$ cat config.mk
export PLATFORM = sky130hd
export DESIGN_NAME = charlieplex_segment_display_driver
export DESIGN_NICKNAME = d
export VERILOG_FILES = /design/src/rtl/chdd_pkg.sv /design/src/rtl/charlieplex_segment_display_driver.sv /design/src/rtl/chdd_pattern.sv /design/src/rtl/chdd_scan.sv
export SDC_FILE = /design/constraint.sdc
export NUM_CORES = 1
export LEC_CHECK = 0
export ABC_AREA = 1
export BUFFER_PORTS_ARGS = -buffer_cell sky130_fd_sc_hd__buf_2
export CELL_PAD_IN_SITES_DETAIL_PLACEMENT = 2
export CELL_PAD_IN_SITES_GLOBAL_PLACEMENT = 2
export CORE_MARGIN = 8
export CORE_UTILIZATION = 37
export CTS_CLUSTER_DIAMETER = 100
export DETAILED_ROUTE_END_ITERATION = 8
export GPL_TIMING_DRIVEN = 1
export PLACE_DENSITY = 0.93
export SLEW_MARGIN = 25
export SYNTH_ARGS = -nofsm -noshare
export SYNTH_HDL_FRONTEND = slang
export SYNTH_HIERARCHICAL = 1
export SYNTH_SLANG_ARGS = --single-unit
$ cat constraint.sdc
create_clock -name clock -period 6.8 [get_ports clock]
set_input_delay 1.36 -clock clock [delete_from_list [all_inputs] [get_ports clock]]
set_output_delay 1.36 -clock clock [all_outputs]
set_load 0.005 [all_outputs]
$ cat src/rtl/chdd_pkg.sv
// ----------------------------------------------------------------------------
// chdd_pkg
// Shared types and constant tables for the charlieplexed display driver.
// ----------------------------------------------------------------------------
package chdd_pkg;

   localparam int unsigned SCAN_COUNT   = 18;
   localparam int unsigned PATTERN_W    = 18;
   localparam int unsigned SCAN_W       = 5;
   localparam int unsigned SEG_W        = 7;
   localparam int unsigned DIGIT_W      = 4;
   localparam int unsigned PIN_COUNT    = 5;

   localparam logic [7:0]  MAX_SHOWN    = 8'd188;
   localparam logic [7:0]  HUNDRED      = 8'd100;
   localparam logic [7:0]  TEN          = 8'd10;
   localparam logic [7:0]  LAST_BLANK   = 8'd9;
   localparam logic [7:0]  TENS_RECIP   = 8'd205;   // ~2048/10
   localparam logic [DIGIT_W-1:0] BLANK_DIGIT = 4'd10;
   localparam logic [SCAN_W-1:0]  LAST_POS    = 5'd17;

   // command codes
   localparam logic CMD_TICK = 1'b0;
   localparam logic CMD_LOAD = 1'b1;

   // pin drive codes
   localparam logic [1:0] PF = 2'd0;   // float
   localparam logic [1:0] PH = 2'd1;   // drive high
   localparam logic [1:0] PL = 2'd2;   // drive low

   typedef logic [PIN_COUNT-1:0][1:0] pins_type;   // [4] = pin a ... [0] = pin e

   typedef struct packed {
      pins_type          pins;
      logic [SCAN_W-1:0] pos;
   } drive_type;

   localparam logic [SEG_W-1:0] SEG_TABLE [11] = '{
      7'd126, 7'd48, 7'd109, 7'd121, 7'd51, 7'd91, 7'd95, 7'd112, 7'd127, 7'd123, 7'd0
   };

   // pin pair per scan position, pins a..e
   localparam pins_type DRIVE_TABLE [SCAN_COUNT] = '{
      {PF, PH, PF, PF, PL}, {PF, PF, PH, PF, PL}, {PL, PF, PF, PF, PH},
      {PL, PF, PF, PH, PF}, {PH, PF, PF, PL, PF}, {PL, PF, PH, PF, PF},
      {PH, PF, PL, PF, PF}, {PL, PH, PF, PF, PF}, {PH, PL, PF, PF, PF},
      {PF, PF, PF, PL, PH}, {PF, PF, PL, PF, PH}, {PF, PL, PF, PF, PH},
      {PF, PL, PF, PH, PF}, {PF, PF, PL, PH, PF}, {PF, PL, PH, PF, PF},
      {PF, PH, PL, PF, PF}, {PF, PH, PF, PL, PF}, {PF, PF, PH, PL, PF}
   };

endpackage

$ cat src/rtl/charlieplex_segment_display_driver.sv
// ----------------------------------------------------------------------------
// charlieplex_segment_display_driver
// Loads a segment pattern and scans it out over five charlieplexed pins.
// ----------------------------------------------------------------------------
// A tick transaction's pin drive reaches the rsp_ ports through the input
// register, then the result register. Loads give no result.
// Throughput: one transaction per cycle; the only stall comes from rsp_stall
// holding a finished result in the result register.
// Reset: synchronous, active high; pattern cleared (display dark), scan at 0.
module charlieplex_segment_display_driver (
   input  logic       clock,
   input  logic       reset,
   input  logic       req_valid,
   output logic       req_stall,
   input  logic       req_command,
   input  logic [7:0] req_value,
   input  logic       req_indicator_a,
   input  logic       req_indicator_b,
   output logic       rsp_valid,
   input  logic       rsp_stall,
   output logic [1:0] rsp_pin_a,
   output logic [1:0] rsp_pin_b,
   output logic [1:0] rsp_pin_c,
   output logic [1:0] rsp_pin_d,
   output logic [1:0] rsp_pin_e,
   output logic [4:0] rsp_scan_position
);

   logic                            s1_valid_ff;
   logic                            s1_command_ff;
   logic [7:0]                      s1_value_ff;
   logic                            s1_ind_a_ff;
   logic                            s1_ind_b_ff;
   logic [chdd_pkg::PATTERN_W-1:0]  pattern_ff;
   logic [chdd_pkg::PATTERN_W-1:0]  pattern_in;
   logic [chdd_pkg::PATTERN_W-1:0]  new_pattern;
   logic                            out_valid_ff;
   logic                            out_valid_in;
   chdd_pkg::drive_type             out_ff;
   chdd_pkg::drive_type             drive;
   logic                            out_free;
   logic                            s1_move;
   logic                            tick_move;
   logic                            req_take;

   chdd_pattern u_pattern (
      .value       (s1_value_ff),
      .indicator_a (s1_ind_a_ff),
      .indicator_b (s1_ind_b_ff),
      .pattern     (new_pattern)
   );

   chdd_scan u_scan (
      .clock   (clock),
      .reset   (reset),
      .advance (tick_move),
      .pattern (pattern_ff),
      .drive   (drive)
   );

   always_comb begin
      out_free  = !out_valid_ff || !rsp_stall;
      // loads retire without a result, so only ticks wait on the result side
      s1_move   = s1_valid_ff && ((s1_command_ff == chdd_pkg::CMD_LOAD) || out_free);
      tick_move = s1_move && (s1_command_ff == chdd_pkg::CMD_TICK);
      req_stall = s1_valid_ff && !s1_move;
      req_take  = req_valid && !req_stall;
      pattern_in = pattern_ff;
      if (s1_move && (s1_command_ff == chdd_pkg::CMD_LOAD)) begin
         pattern_in = new_pattern;
      end
      out_valid_in = out_valid_ff && rsp_stall;
      if (tick_move) begin
         out_valid_in = 1'b1;
      end
   end

   always_ff @(posedge clock) begin
      if (reset) begin
         s1_valid_ff  <= 1'b0;
         out_valid_ff <= 1'b0;
         pattern_ff   <= '0;
      end else begin
         if (req_take) begin
            s1_valid_ff <= 1'b1;
         end else if (s1_move) begin
            s1_valid_ff <= 1'b0;
         end
         out_valid_ff <= out_valid_in;
         pattern_ff   <= pattern_in;
      end
   end

   always_ff @(posedge clock) begin
      if (req_take) begin
         s1_command_ff <= req_command;
         s1_value_ff   <= req_value;
         s1_ind_a_ff   <= req_indicator_a;
         s1_ind_b_ff   <= req_indicator_b;
      end
      if (tick_move) begin
         out_ff <= drive;
      end
   end

   assign rsp_valid         = out_valid_ff;
   assign rsp_pin_a         = out_ff.pins[4];
   assign rsp_pin_b         = out_ff.pins[3];
   assign rsp_pin_c         = out_ff.pins[2];
   assign rsp_pin_d         = out_ff.pins[1];
   assign rsp_pin_e         = out_ff.pins[0];
   assign rsp_scan_position = out_ff.pos;

   a_rise_from_tick: assert property (@(posedge clock) disable iff (reset)
      $rose(out_valid_ff) |-> $past(tick_move))
      else $error("result appeared without a tick transaction");

   a_dark_floats: assert property (@(posedge clock) disable iff (reset)
      tick_move && (pattern_ff == '0) |=>
         (rsp_pin_a == chdd_pkg::PF) && (rsp_pin_b == chdd_pkg::PF) &&
         (rsp_pin_c == chdd_pkg::PF) && (rsp_pin_d == chdd_pkg::PF) &&
         (rsp_pin_e == chdd_pkg::PF))
      else $error("dark pattern drove a pin");

   a_no_overwrite: assert property (@(posedge clock) disable iff (reset)
      tick_move |-> out_free)
      else $error("held result overwritten");

   a_load_keeps_pattern: assert property (@(posedge clock) disable iff (reset)
      !(s1_move && (s1_command_ff == chdd_pkg::CMD_LOAD)) |=> $stable(pattern_ff))
      else $error("pattern changed without a load");

endmodule

$ cat src/rtl/chdd_pattern.sv
// ----------------------------------------------------------------------------
// chdd_pattern
// Converts a display value and two indicator flags into the segment pattern.
// ----------------------------------------------------------------------------
module chdd_pattern (
   input  logic [7:0]                      value,
   input  logic                            indicator_a,
   input  logic                            indicator_b,
   output logic [chdd_pkg::PATTERN_W-1:0]  pattern
);

   logic                          shown;
   logic                          hundred;
   logic [7:0]                    rem;
   logic [15:0]                   tens_prod;
   logic [chdd_pkg::DIGIT_W-1:0]  tens;
   logic [7:0]                    units_full;
   logic [chdd_pkg::DIGIT_W-1:0]  tens_idx;
   logic [chdd_pkg::SEG_W-1:0]    tens_seg;
   logic [chdd_pkg::SEG_W-1:0]    units_seg;

   always_comb begin
      shown      = (value <= chdd_pkg::MAX_SHOWN);
      hundred    = (value >= chdd_pkg::HUNDRED);
      rem        = hundred ? (value - chdd_pkg::HUNDRED) : value;
      // rem < 100 whenever shown, so the reciprocal gives an exact quotient
      tens_prod  = {8'd0, rem} * {8'd0, chdd_pkg::TENS_RECIP};
      tens       = tens_prod[14:11];
      units_full = rem - ({4'd0, tens} * chdd_pkg::TEN);
      tens_idx   = (value > chdd_pkg::LAST_BLANK) ? tens : chdd_pkg::BLANK_DIGIT;
      tens_seg   = chdd_pkg::SEG_TABLE[tens_idx];
      units_seg  = chdd_pkg::SEG_TABLE[units_full[3:0]];
      pattern    = {18{1'b0}};
      if (shown) begin
         pattern[17:16] = {2{hundred}};
         pattern[15:9]  = tens_seg;
         pattern[8:2]   = units_seg;
      end
      pattern[1] = indicator_a;
      pattern[0] = indicator_b;
   end

endmodule

$ cat src/rtl/chdd_scan.sv
// ----------------------------------------------------------------------------
// chdd_scan
// Scan position counter and pin drive lookup for one tick.
// ----------------------------------------------------------------------------
module chdd_scan (
   input  logic                            clock,
   input  logic                            reset,
   input  logic                            advance,
   input  logic [chdd_pkg::PATTERN_W-1:0]  pattern,
   output chdd_pkg::drive_type             drive
);

   logic [chdd_pkg::SCAN_W-1:0] scan_index_ff;
   logic [chdd_pkg::SCAN_W-1:0] scan_index_in;
   logic [chdd_pkg::SCAN_W-1:0] pos;
   logic                        lit;

   always_comb begin
      pos = (scan_index_ff > chdd_pkg::LAST_POS) ? '0 : scan_index_ff;
      lit = pattern[pos];
      drive.pos  = pos;
      drive.pins = lit ? chdd_pkg::DRIVE_TABLE[pos] : '0;
      scan_index_in = scan_index_ff;
      if (advance) begin
         scan_index_in = (pos == chdd_pkg::LAST_POS) ? '0 : pos + 5'd1;
      end
   end

   always_ff @(posedge clock) begin
      if (reset) begin
         scan_index_ff <= '0;
      end else begin
         scan_index_ff <= scan_index_in;
      end
   end

   a_index_range: assert property (@(posedge clock) disable iff (reset)
      scan_index_ff <= chdd_pkg::LAST_POS)
      else $error("scan index out of range");

   a_wrap: assert property (@(posedge clock) disable iff (reset)
      advance && (pos == chdd_pkg::LAST_POS) |=> scan_index_ff == '0)
      else $error("scan index failed to wrap");

endmodule

======== Word-level counts from Yosys, hierarchy flattened ========
Memory sizes are Yosys's and may differ from the RTL's. A register that Yosys moved wholly into a read port is not among the register bits.
Cells that the tools add are included.
Widths: inputs -> output; s select.
word-level totals
  bits in latches ......................... 0
  bits in writable memories ............... 0
  input bits .............................. 15
  output and inout port bits .............. 17
  flip-flop bits (word level) ............. 41
  memory bits (read-only) ................. 544
  memories ................................ 3
  word-level logic and storage cells ...... 57
memory list
  name             depth  width  read ports  clocked after Yosys merged registers in  write ports  line                source
  (no name shown)  32     10     1           1                                        0            chdd_scan.sv:22     drive.pins = lit ? chdd_pkg::DRIVE_TABLE[pos] : '0;
  (no name shown)  16     7      1           0                                        0            chdd_pattern.sv:31  tens_seg = chdd_pkg::SEG_TABLE[tens_idx];
  (no name shown)  16     7      1           0                                        0            chdd_pattern.sv:32  units_seg = chdd_pkg::SEG_TABLE[units_full[3:0]];
cells by class
  reduce and logical (&&, ||, !) cells .... 14
  multipliers ............................. 2
  $add $sub $neg .......................... 3
  order comparisons ....................... 7
  bitwise operators ....................... 4
  shift operators ......................... 0
  muxes and demuxes ....................... 14
  div/mod/pow operators ................... 0
  equal/unequal tests ..................... 1
operators by type and width
  operator              number
  $mux 7                4
  $mux 16               1
  $mul 8x8->15 const B  1
  $ge 5x5->1 const B    2
  $mux 5                2
  $not 4->5             2
  $ge 8x7->1 const B    1
  $gt 8x4->1 const B    1
  $le 8x8->1 const B    1
  $mux 8                1
  $sub 8x7->8 const B   1
  $logic_and 1x1->1     6
  $lt 5x6->1 const B    1
  $not 5->6             1
  $add 5x1->5 const B   1
  $bmux 1 s5            1
  $eq 5x5->1 const B    1
  $gt 5x5->1 const B    1
  $logic_not 1->1       5
  $mul 4x3->3 const B   1
  $mux 1                4
  $mux 4                1
  $sub 4x4->4           1
  $logic_or 1x1->1      2
  2 further kinds       2

======== Logic depth before layout (Yosys ltp) ========
Gate-level depths: netlist of run 1.
  depth in word-level cells ............... 10
  depth in mapped cells ................... 41
  mapped depth without buffers ............ 41

======== Hierarchy ========
Netlist of run 1, hierarchy kept.
by module, submodules not included
  module                              sequential area each (um^2)  cells an instance  times used  area an instance (um^2)
  chdd_pattern                        0.0                          316                1           2163.3
  charlieplex_segment_display_driver  1181.1                       118                1           1521.5
  chdd_scan                           100.1                        141                1           797.0

======== Worst setup path after synthesis of run 1 ========
Ideal clock, no wire load.
  kind .................................... reg-to-reg
  start ................................... register s1_value_ff[0]
  end ..................................... register pattern_ff[2] (netlist bit)
  stages on the path, launching flop included .. 40
  path slack .............................. 0.685 ns
  required time ........................... 6.684 ns
  setup time .............................. 0.116 ns
  period minus slack after synthesis ...... 6.115 ns
  arrival ................................. 6.000 ns
  path buffers ............................ 0
  path through ............................ edfxtp_1 -> inv_1 -> ha_1 -> nand2_1 -> nand3_2 -> nand2_4 -> inv_2 -> nand2_1 -> xor2_1 -> inv_1 -> ha_1 -> inv_1 -> fa_1 -> inv_1 -> fa_1 -> inv_1 -> fa_1 -> inv_1 -> [... 4 more ...] -> nand2_4 -> inv_2 -> ha_1 -> fa_1 -> inv_1 -> nand2_1 -> nand2_2 -> inv_2 -> nand3_2 -> nand2_4 -> inv_4 -> nand2_8 -> nand2_4 -> nand2_1 -> nand2_1 -> nor2_1 -> o21ai_0 -> nor2_1
between the ends
  word-level cells in the longest chain between the ends .. 10
  elaborated cells between the ends (all ways) .. 12
  those cells by class .................... add/sub (2); mul (2); order compare (2); mux (4); bitwise (1); memory (1)
ends and longest elaborated chain
  what                                              line                                      source
  start: declaration                                charlieplex_segment_display_driver.sv:31  logic [7:0] s1_value_ff;
  start signal: assignment                          charlieplex_segment_display_driver.sv:97  s1_value_ff <= req_value;
  $sub 8x7->8 / $ge 8x7->1 (equally long branches)  chdd_pattern.sv:25, chdd_pattern.sv:24
  $mux 8                                            chdd_pattern.sv:25                        rem = hundred ? (value - chdd_pkg::HUNDRED) : value;
  $mul 8x8->15                                      chdd_pattern.sv:27                        tens_prod = {8'd0, rem} * {8'd0, chdd_pkg::TENS_RECIP};
  $mul 4x3->3                                       chdd_pattern.sv:29                        units_full = rem - ({4'd0, tens} * chdd_pkg::TEN);
  $sub 4x4->4                                       chdd_pattern.sv:29
  $not 4->5 (implied by the code)                   chdd_pattern.sv:32
  $mem_v2 16x7                                      -
  $mux 7 (implied by the code) (2 in series)        chdd_pattern.sv:32
  $mux 16 (*)                                       chdd_pattern.sv:34                        if (shown) begin
  via new_pattern (one bit)                         charlieplex_segment_display_driver.sv:36  logic [chdd_pkg::PATTERN_W-1:0] new_pattern;
  end signal: assignment                            charlieplex_segment_display_driver.sv:90  pattern_ff <= pattern_in;
  end: declaration                                  charlieplex_segment_display_driver.sv:34  logic [chdd_pkg::PATTERN_W-1:0] pattern_ff;
Mark *: on every way through the listed nets, which the timed path passes. The rest lies on a longest branch. The select of a mux whose other input is x is not followed.
A chain may end at the register's enable or synchronous reset.

======== Final worst setup path of run 1 ========
  start ................................... register s1_value_ff[3]
  end ..................................... register pattern_ff[3] (netlist bit)
The elaborated chain is that of the path after synthesis.

==> results.toml, run 1 <==
[run_status]
status = "complete, but fails checks"
violations = "setup timing"

[drt]
ant_nets = 0
drt_iter0_drc = 236
vias = 4335
drt-total-wl_um = 19700
routed_via_density = 5.62
post_drt_wl_per_cell_um = 25.6
dr.pass1.iters = 4
drc = 0

[synth]
async_reset_ff_share_pct = 0
netlist_instances = 575
syn_area_um2 = 4480
synth_seq_cells = 51
synth_edf_count = 26
yosys.area.top_type = "edfxtp_1"
synth.net_count = 661
yosysUniqueCellTypes = 44
synth_area_leaders = "edfxtp_1 17%, ha_1 16%, dfxtp_1 11%"
ys_warn_count = 6
avgSynthCellArea_um2 = 7.79
yosysSeqAreaShare_pct = 28.6
dominantRegCellSynth = "edfxtp_1"
synth_top_area_share_pct = 17.4

[placed_design]
dp_cells = 748
post_dp_cell_area_um2 = 4770
dp_hpwl_um = 12400
globalplace.congestion = 0.807
post-place-ws_ns = -0.291
portBuffers = 31

[timing]
setup_viol = 1
fmax_ghz = 0.147
hold_viol = 0
finalCritPeriodShare_pct = 100
final_max_slew_viol_count = 0
worstMarginPinSlew_ns = 1.01
slew_headroom_pct = 32.6
totalNegativeSetupSlack_ns = -0.0178
worst_slack_ns = -0.0178
period_needed_ns = 6.82
holdWs_ns = 0.489
finClkSkew_ns = 0.0120

[layout]
final_cells = 772
diodes = 0
fillCellCount = 1367
final_cell_area_um2 = 5180
layout.nets = 710
final_util_pct = 43.5
syn_to_final_growth_pct = 15.5
drive_gt1_share_pct = 22.1

[setup_path]
arrival_ns = 7.00
critPathMaxStageDelay_ns = 0.62
critPathKind = "flip-flop to flip-flop"
worstSetupStartpointType = "flip-flop"
startpoint = "s1_value_ff[3]"
crit_family = "adder cells"
crit_fanout = 5
crit_path_top_delay_cell = "fa_2"
cp_data_required_time_ns = 6.98
path_buf_inv = 9
rr_startpoint = "s1_value_ff[3]"
cp-end-kind = "flip-flop"

[floorplan]
io_pins = 32
die_area_um2 = 15900
chipWidth_um = 126
start_util_pct = 37.6
row_count = 40
die_height_um = 126
coreArea_um2 = 11900

[global_route]
antenna_found_initial = 0
grt_max_degree = 20
track_usage_pct = 22.6
grt_pass1_wl_um = 27800
grt_pass1_vias = 4939
overflow = 0

[min_path]
hold_start = "u_scan/scan_index_ff[3]"
hold_class = "flip-flop to flip-flop"

[clocking]
clockRootBuffer = "clkbuf_16"
cts_hold_buffers = 0
cts_tree = "built"
cts.sinks = 51
clk_path_buf_depth = 2
clk_latency_ns = 0.31
numCtsBuffers = 5
clk_pin_slew_ns = 0.07
cts_max_level = 2

[pwr]
finalPower_mw = 2.90
peakVddDrop_v = 0.000351
leakage_nw = 2.61
power_density_nw_per_um2 = 560

[run]
drv_cap = 0
report_power, final:
part	total, mW	leakage (nW)	switching (mW)	internal, mW
combinational	2.25	2.07	1.54	0.709
sequential	0.355	0.457	0.0155	0.340
clock	0.297	0.0850	0.128	0.169
registers in the layout, indices dropped and copies added (netlist names):
name / flops
rsp_pin_a: 2
s1_ind_a_ff: 1
rsp_pin_d: 2
s1_valid_ff: 1
s1_command_ff: 1
pattern_ff: 18
rsp_pin_c: 2
rsp_valid: 1
rsp_pin_b: 2
s1_value_ff: 8
rsp_pin_e: 2
rsp_scan_position: 5
s1_ind_b_ff: 1
u_scan/scan_index_ff: 5
worst register-to-register path, delay by kind of cell (launching register included):
| family | cells | cell delay, ns |
|---|---|---|
| buffers and inverters | 9 | 0.94 |
| XOR/XNOR | 1 | 0.25 |
| adder cells (fa/ha/maj) | 8 | 3.14 |
| AND/OR/NAND/NOR | 11 | 0.99 |
| flip-flops | 1 | 0.46 |
| AO/OA/AOI/OAI | 5 | 0.90 |
timing repair:
| action | 4_1_cts | 5_1_grt |
|---|---|---|
| buffers inserted | 9 | 7 |
| gates resized for setup | 8 | 25 |
| endpoints found under the setup margin | 7 | 7 |
| pin swaps | 4 | 14 |
per-layer routing:
metal / wire length [um] / track usage [%]
met2: 10600 / 43.2
met5: 0 / 0
met1: 7620 / 22.9
met3: 777 / 4.64
met4: 753 / 10.5
kinds of logic (layout without fill, tap and decap cells):
logic type / count (synthesis) / after routing / synth area share, %
AOI/OAI and AO/OA: 73 / 73 / 9.18
adders and majority gates: 71 / 71 / 21.8
buffers and inverters: 114 / 164 / 10.6
DFF: 51 / 51 / 28.6
and+or+nand+nor: 257 / 257 / 27.8
xor gates and xnor gates: 9 / 9 / 1.93
cells in the mapped netlist (6+ instances only):
| master | number |
|---|---|
| o21ai_1 | 9 |
| fa_1 | 12 |
| o21ai_0 | 23 |
| edfxtp_1 | 26 |
| nor3_1 | 7 |
| nor2_2 | 7 |
| nand3_1 | 23 |
| nand4_1 | 6 |
| a21oi_1 | 28 |
| xor2_1 | 7 |
| nand3_2 | 7 |
| dfxtp_1 | 25 |
| nand2_2 | 12 |
| inv_2 | 7 |
| nand2_1 | 99 |
| nand2_4 | 10 |
| inv_1 | 96 |
| nor2_1 | 74 |
| ha_1 | 59 |
cells in the final DEF, fill, tap and decap left out, types with 4 or more instances in the layout:
cell type	count
nand2_1	96
inv_1	88
nor2_1	71
ha_1	52
buf_2	31
a21oi_1	27
edfxtp_1	26
dfxtp_1	25
o21ai_0	22
nand3_1	22
buf_4	18
nand2_2	15
inv_2	14
nand2_4	10
nor2_2	10
o21ai_1	9
fa_1	9
nand3_2	7
nor3_1	7
clkbuf_16	6
xor2_1	6
nand4_1	6
ha_4	4
path summary, 6_finish.rpt:
kind | endpoint | slack, ns | cells past startpoint
max | pattern_ff[3] | -0.02 | 34
min reg2reg | u_scan/scan_index_ff[3] | 0.49 | 2
min | u_scan/scan_index_ff[3] | 0.49 | 2
max reg2reg | pattern_ff[3] | -0.02 | 34
layout make-up:
type,count,area [um^2],area share [%]
clock buffer,7,164,3.17
clock inverter,1,5.00,0.0967
inverter,106,410,7.93
multi-input combinational,410,2830,54.7
sequential,51,1280,24.7
tap,147,184,3.55
timing repair buffer,50,302,5.82
Note: power is estimated with default switching activity, not from simulation.
==> run 2: changes to the inputs <==
CORE_UTILIZATION = 38   (was 37)
CTS_BUF_LIST = sky130_fd_sc_hd__clkbuf_4 sky130_fd_sc_hd__clkbuf_8   (was not set)
PLACE_DENSITY = 0.95   (was 0.93)
==> run 2 against run 1 <==
The flow still finishes with violations (setup timing). Clock-buffer cell count decreased by 1. Clock skew increased by 0.0020 ns. First-iteration DRC count increased by 12%. Worst setup slack improved by 0.017 ns. Combinational power increased by 3%. Fmax increased by 0.26%. Critical path depth increased by 6. Sequential cell count unchanged. Largest cell class unchanged.
==> results.toml, run 2 (synthesis results as in run 1) <==
[run_status]
status = "complete, but fails checks"
violations = "setup timing"

[floorplan]
start_util_pct = 39.1
coreArea_um2 = 11500
row_count = 39
chipWidth_um = 125
io_pins = 32
die_height_um = 125
die_area_um2 = 15500

[setup_path]
cp-end-kind = "flip-flop"
crit_path_top_delay_cell = "fa_1"
critPathMaxStageDelay_ns = 0.54
crit_path_frequent_cell = "nand2_4"
arrival_ns = 7.01
worstSetupStartpointType = "flip-flop"
rr_startpoint = "s1_value_ff[0]"
critPathKind = "flip-flop to flip-flop"
cp_data_required_time_ns = 7.01
crit_fanout = 5
startpoint = "s1_value_ff[0]"

[timing]
worst_slack_ns = -0.000459
holdWs_ns = 0.498
setup_viol = 1
totalNegativeSetupSlack_ns = -0.000459
finClkSkew_ns = 0.0140
finalCritPeriodShare_pct = 100
period_needed_ns = 6.80
slew_headroom_pct = 36.2
hold_viol = 0
final_max_slew_viol_count = 0
worstMarginPinSlew_ns = 0.953
fmax_ghz = 0.147

[drt]
vias = 4357
drc = 0
ant_nets = 0
routed_via_density = 5.67
post_drt_wl_per_cell_um = 26.3
drt_iter0_drc = 265
drt-total-wl_um = 20200
dr.pass1.iters = 4

[placed_design]
dp_cells = 743
portBuffers = 31
dp_hpwl_um = 12700
post_dp_cell_area_um2 = 4760
globalplace.congestion = 0.788

[min_path]
hold_start = "u_scan/scan_index_ff[3]"
hold_class = "flip-flop to flip-flop"

[clocking]
cts_tree = "built"
cts.sinks = 51
cts_max_level = 2
clk_path_buf_depth = 2
numCtsBuffers = 5
clockRootBuffer = "clkbuf_8"
clk_latency_ns = 0.33
clk_pin_slew_ns = 0.10
cts_hold_buffers = 0

[pwr]
finalPower_mw = 2.86
power_switching_mw = 1.73
power.sequential.fraction_pct = 12.4
p_clk_share_pct = 6.8
p_comb_share_pct = 80.7
power_density_nw_per_um2 = 561
leakage_nw = 2.59
p_int_mw = 1.14
peakVddDrop_v = 0.000243
p_sw_share_pct = 60.3

[layout]
largest_reg_flops = 18
final_cell_area_um2 = 5110
fillCellCount = 1281
syn_to_final_growth_pct = 14.0
diodes = 0
layout.nets = 710
final_cells = 768
final_common_cell = "nand2_1"
top_register = "pattern_ff"
reg.largest.list = "pattern_ff (18), s1_value_ff (8)"
drive_gt1_share_pct = 22.1
final_cell_mix = "90 x nand2_1, 89 x inv_1, 72 x nor2_1"

[global_route]
track_usage_pct = 24.7
grt_pass1_wl_um = 30200
grt_max_degree = 20
grt_pass1_vias = 5116
antenna_found_initial = 0
overflow = 0

[run]
drv_cap = 0
## run 2: area by class of cell
type	instances	area, um^2	area share [%]
tap	143	179	3.50
inverter	106	410	8.03
clock buffer	6	76.3	1.49
multi-input combinational	410	2850	55.8
clock inverter	2	11.3	0.220
timing repair buffer	50	298	5.83
sequential	51	1280	25.1
## run 2: critical path, delay by kind of cell, from the launching register on
kind	cells	cell delay, ns
AOI/OAI and AO/OA	2	0.54
buffers and inverters	10	0.87
DFF	1	0.49
and+or+nand+nor	19	1.78
xor gates and xnor gates	2	0.73
adders and majority gates	7	2.25
## run 2: final timing paths
kind	endpoint	slack, ns	cells after the start
setup reg to reg	pattern_ff[2]	-0.0005	40
hold / removal	u_scan/scan_index_ff[3]	0.50	2
setup / recovery	pattern_ff[2]	-0.0005	40
hold reg to reg	u_scan/scan_index_ff[3]	0.50	2
## run 2: metal layers
metal  GRT usage, %  share of wire, %  up-vias
met4           13.5               5.5        0
li1               -                 -     1932
met1           24.9                37     2210
met2           46.5                53      140
met5              0                 0        -
met3           4.55               3.9       75
## run 2: metrics by stage
step           util [%]  worst slack, ns
6_report           44.5        -0.000459
5_1_grt            44.5           -0.107
4_1_cts            43.2           0.0609
3_5_place_dp       41.5           -0.327
3_3_place_gp       41.5            0.399
2_1_floorplan         -            0.685
## run 2: power by group through the flow
stage          clock network (mW)  logic, mW  registers (mW)
2_1_floorplan                   0       1.31           0.356
3_3_place_gp                    0       1.60           0.359
3_5_place_dp                    0       1.82           0.361
4_1_cts                     0.189       1.92           0.354
5_1_grt                     0.205       2.43           0.357
6_report                    0.196       2.31           0.356
## run 2: repair_timing
| action | CTS | global route |
|---|---|---|
| setup endpoints to repair | 7 | 7 |
| pin swaps | 2 | 13 |
| gates resized for setup | 10 | 30 |
| setup buffers | 10 | 7 |
